===== src/hdl/gbds_pkg.sv =====
// Package for the grid path search block.
// Holds label, status, command, direction and register index codes shared by all files.
package gbds_pkg;
   localparam int GRID_SIDE_DEF = 64;
   localparam int CSR_IDX_W     = 3;
   localparam int CSR_DATA_W    = 6;

   typedef enum logic [1:0] {
      CMD_WRITE = 2'd0,
      CMD_BEGIN = 2'd1,
      CMD_STEP  = 2'd2,
      CMD_READ  = 2'd3
   } cmd_type;

   localparam logic [2:0] LBL_SPACE    = 3'd0;
   localparam logic [2:0] LBL_WALL     = 3'd1;
   localparam logic [2:0] LBL_START    = 3'd2;
   localparam logic [2:0] LBL_TARGET   = 3'd3;
   localparam logic [2:0] LBL_VISITED  = 3'd4;
   localparam logic [2:0] LBL_FRONTIER = 3'd5;
   localparam logic [2:0] LBL_PATH     = 3'd6;

   localparam logic [2:0] ST_OK       = 3'd0;
   localparam logic [2:0] ST_EXPANDED = 3'd1;
   localparam logic [2:0] ST_FOUND    = 3'd2;
   localparam logic [2:0] ST_NOPATH   = 3'd3;
   localparam logic [2:0] ST_IDLE     = 3'd4;

   localparam logic [1:0] DIR_UP    = 2'd0;
   localparam logic [1:0] DIR_DOWN  = 2'd1;
   localparam logic [1:0] DIR_LEFT  = 2'd2;
   localparam logic [1:0] DIR_RIGHT = 2'd3;

   localparam logic [2:0] REG_MODE  = 3'd0;
   localparam logic [2:0] REG_SROW  = 3'd1;
   localparam logic [2:0] REG_SCOL  = 3'd2;
   localparam logic [2:0] REG_TROW  = 3'd3;
   localparam logic [2:0] REG_TCOL  = 3'd4;
endpackage


===== src/hdl/gbds_cfg.sv =====
// Configuration register file of the grid path search block.
// Depends on gbds_pkg for register indexes.
module gbds_cfg
   import gbds_pkg::*;
(
   input  logic                  clock,
   input  logic                  reset,
   input  logic                  csr_we,
   input  logic [CSR_IDX_W-1:0]  csr_index,
   input  logic [CSR_DATA_W-1:0] csr_wdata,
   output logic                  mode,
   output logic [5:0]            srow,
   output logic [5:0]            scol,
   output logic [5:0]            trow,
   output logic [5:0]            tcol
);
   logic       mode_ff;
   logic [5:0] srow_ff, scol_ff, trow_ff, tcol_ff;

   always_ff @(posedge clock) begin
      if (reset) begin
         mode_ff <= 1'b0;
         srow_ff <= 6'd32;
         scol_ff <= 6'd32;
         trow_ff <= 6'd0;
         tcol_ff <= 6'd0;
      end else if (csr_we) begin
         case (csr_index)
            REG_MODE: mode_ff <= csr_wdata[0];
            REG_SROW: srow_ff <= csr_wdata;
            REG_SCOL: scol_ff <= csr_wdata;
            REG_TROW: trow_ff <= csr_wdata;
            REG_TCOL: tcol_ff <= csr_wdata;
            default: ;
         endcase
      end
   end

   assign mode = mode_ff;
   assign srow = srow_ff;
   assign scol = scol_ff;
   assign trow = trow_ff;
   assign tcol = tcol_ff;
endmodule


===== config.mk =====
export PLATFORM = sky130hd
export DESIGN_NAME = gbds_cfg
export DESIGN_NICKNAME = d
export VERILOG_FILES = /design/src/hdl/gbds_pkg.sv /design/src/hdl/gbds_cfg.sv
export SDC_FILE = /design/constraint.sdc
export NUM_CORES = 1
export LEC_CHECK = 0
export ABC_AREA = 1
export BUFFER_PORTS_ARGS = -buffer_cell sky130_fd_sc_hd__buf_4
export CAP_MARGIN = 20
export CORE_MARGIN = 4
export CORE_UTILIZATION = 50
export DETAILED_ROUTE_END_ITERATION = 16
export PLACE_DENSITY = 0.89
export RECOVER_POWER = 25
export SLEW_MARGIN = 20
export SYNTH_ARGS = -nofsm -noshare
export SYNTH_HDL_FRONTEND = slang
export SYNTH_SLANG_ARGS = --single-unit
export TNS_END_PERCENT = 100

===== constraint.sdc =====
create_clock -name clock -period 1.8 [get_ports clock]
set_input_delay 0.18 -clock clock [delete_from_list [all_inputs] [get_ports clock]]
set_output_delay 0.18 -clock clock [all_outputs]
set_load 0.1 [all_outputs]

==> key figures <==
Clock tree
  • Clock Latency Late Sink: 320 ps
  • H-Tree Level Count: 1
  • Post-CTS setup buffers: 0
  • Bufs on Longest Clock Path: 2
  • Root Buffer: clkbuf_4
  • Cts bufs inserted: 3
  • CTS tree: built
  • Clock-pin slew on the worst setup and hold paths: 150 ps
  • PostCTS Resize Cnt: 0
  • Clk sinks: 25
  • Cts hold-fix bufs: 0

Timing
  • Slew Limit Headroom: 70.4%
  • TNS Setup: 0 ps
  • Clk_skew: 0 ps
  • Count of pins over their slew limit: 0
  • Final setup fails: 0
  • Final period util: 65.7%
  • RSZ-0062 raised after global routing: false
  • Final min period: 1180 ps
  • Top achievable clock speed: 0.845 GHz
  • Slew @ Worst Pin: 442 ps
  • Final Hold Violating Endpoints: 0

Hold path
  • Worst Hold Class: in -> reg

Drt
  • Drt pass-1 iters: 4
  • Total wire length: 2510 µm
  • Met1 wire length: 910 µm
  • Met3 WL post-DR: 210 µm
  • Top Layer Used: met4
  • DR WL met2: 1350 µm
  • Via/cell ratio: 4.92
  • DRC violations left: 0
  • Routed Antenna Nets: 0
  • WL per Instance: 11.4 µm
  • Initial DRC count: 41
  • Total number of vias: 1082

Place
  • IO Port Bufs: 36
  • Gpl congestion: 0.904
  • Post-DP HPWL: 1940 µm

Job
  • Max Cap Viol: 0

Synthesis
  • FF+latch count, synth: 25
  • Sequential area share after synthesis: 48.0%
  • Net count after synthesis: 168
  • Syn Inst Count: 156
  • Synth cell types: 10
  • Complex-gate fraction of the synthesized area: 0.480%
  • Synth Area in XOR/XNOR: 0%
  • Synth Warn #: 0
  • Largest family of logic cells by synthesized area: simple AND/OR/NAND/NOR gates
  • Post-synthesis mux area share: 0%
  • Syn avg cell area: 6.68 µm²
  • Post-synthesis adder-cell area fraction: 0%
  • Post-Syn Area: 0.00104 mm²
  • Simple-gate area share of the yosys netlist: 45.1%

Worst setup path
  • Largest delay share family, worst path: flip-flops
  • Max incr delay on CP: 380 ps
  • CP Capture Type: output port
  • WS Path Type: reg -> out
  • Critical-path top delay cell: dfxtp_1
  • Worst path bufs/invs: 1
  • CP startpoint kind: flop
  • WP data required: 1620 ps
  • Reg-to-reg setup timing slack: 1170 ps
  • Critical path cell sequence: buf_4
  • Worst-path fanout max: 2
  • Worst path arrival time: 1000 ps

Die
  • Row Count: 16
  • Io pins: 37
  • Die Height: 53.7 µm
  • Starting density of the core: 53.1%
  • Core ar.: 0.00196 mm²
  • Die ar.: 0.00288 mm²
  • Die width: 53.7 µm

Power
  • Lkg Pwr: 0.676 nW
  • Pwr Density: 833 mW/mm²
  • Total power: 1.13 mW
  • Worst VDD drop: 414 µV

GRT
  • Largest net degree at the start of global routing: 26
  • Initial antenna violation count: 0
  • First-pass GRT wire length: 3980 µm
  • Total gr overflow: 0
  • Vias in the first global route: 995
  • All-Layer GR Usage: 18.9%

Finish
  • Final #Nets: 206
  • Antenna cells: 0
  • Area growth, synth to finish: 30.0%
  • Fillers: 181
  • Share of cells above drive strength 1: 22.8%

Status
  • Outcome: completed
logic make-up after synthesis:
family | Yosys count
buffers and inverters | 17
AO/OA/AOI/OAI | 1
AND/OR/NAND/NOR | 113
flip-flops | 25
routing by layer:
| metal | vias to the layer above | global-route usage, % |
|---|---|---|
| li1 | 552 | - |
| met1 | 476 | 20.1 |
| met2 | 50 | 35.7 |
| met3 | 4 | 2.49 |
| met4 | 0 | 9.79 |
| met5 | - | 0 |
cells in the final DEF (no fill, tap or decap):
cell | synthesis | final
a21oi_1 | 1 | 1
dfxtp_1 | 25 | 25
nor2_2 | 6 | 3
buf_4 | 0 | 36
nand3_1 | 25 | 25
clkbuf_1 | 0 | 1
clkinvlp_4 | 0 | 1
inv_2 | 1 | 1
nand2_1 | 35 | 35
inv_1 | 12 | 12
clkbuf_4 | 0 | 3
nor2_1 | 47 | 50
worst paths after layout:
kind | start | endpoint | cells past startpoint
setup reg to reg | srow[3]$_SDFFE_PP0P_ | srow[3]$_SDFFE_PP0P_ | 2
hold / removal | csr_wdata[5] | scol[5]$_SDFFE_PP1P_ | 3
setup / recovery | srow[3]$_SDFFE_PP0P_ | srow[3] | 1
hold reg to reg | srow[5]$_SDFFE_PP1P_ | srow[5]$_SDFFE_PP1P_ | 2
power breakdown:
| part | internal, mW | leakage, nW | switching, mW | total, mW |
|---|---|---|---|---|
| Combinational | 0.0660 | 0.459 | 0.220 | 0.286 |
| Clock | 0.0848 | 0.0139 | 0.175 | 0.260 |
| Sequential | 0.573 | 0.203 | 0.00990 | 0.583 |
| Total | 0.724 | 0.676 | 0.405 | 1.13 |
layout make-up:
class | count | area (µm²) | share of cell area, %
clock buffers | 3 | 22.5 | 1.66
clock inverters | 1 | 7.51 | 0.554
inverters | 13 | 48.8 | 3.60
multi-input cells | 114 | 468 | 34.5
flip-flops and latches | 25 | 500 | 36.9
well taps | 27 | 33.8 | 2.49
repair buffers | 37 | 274 | 20.2
cells in the mapped netlist:
master | number | area share (%)
buf_2 | 2 | 0.96
inv_1 | 12 | 4.3
nand2_1 | 35 | 13
a21oi_1 | 1 | 0.48
nor2_1 | 47 | 17
nand3_1 | 25 | 12
inv_2 | 1 | 0.36
dfxtp_1 | 25 | 48
buf_1 | 2 | 0.72
nor2_2 | 6 | 3.6
per-stage QoR:
step / utilization (%) / worst slack [ps] / instances / area (µm²) / hold WS [ps]
3_3_place_gp: 68.1 / 789 / 216 / 1340 / 403
3_5_place_dp: 68.1 / 767 / 216 / 1340 / 409
2_1_floorplan: - / 593 / 156 / 1040 / 293
5_1_grt: 69.1 / 572 / 220 / 1360 / 80.9
4_1_cts: 69.6 / 614 / 220 / 1370 / 62.8
6_report: 69.1 / 617 / 220 / 1360 / 69.5
state kept, by name (all words and copies together) (netlist names):
name,cells
trow,6
mode,1
srow,6
scol,6
tcol,6
Power figures use the tool's default switching activity.
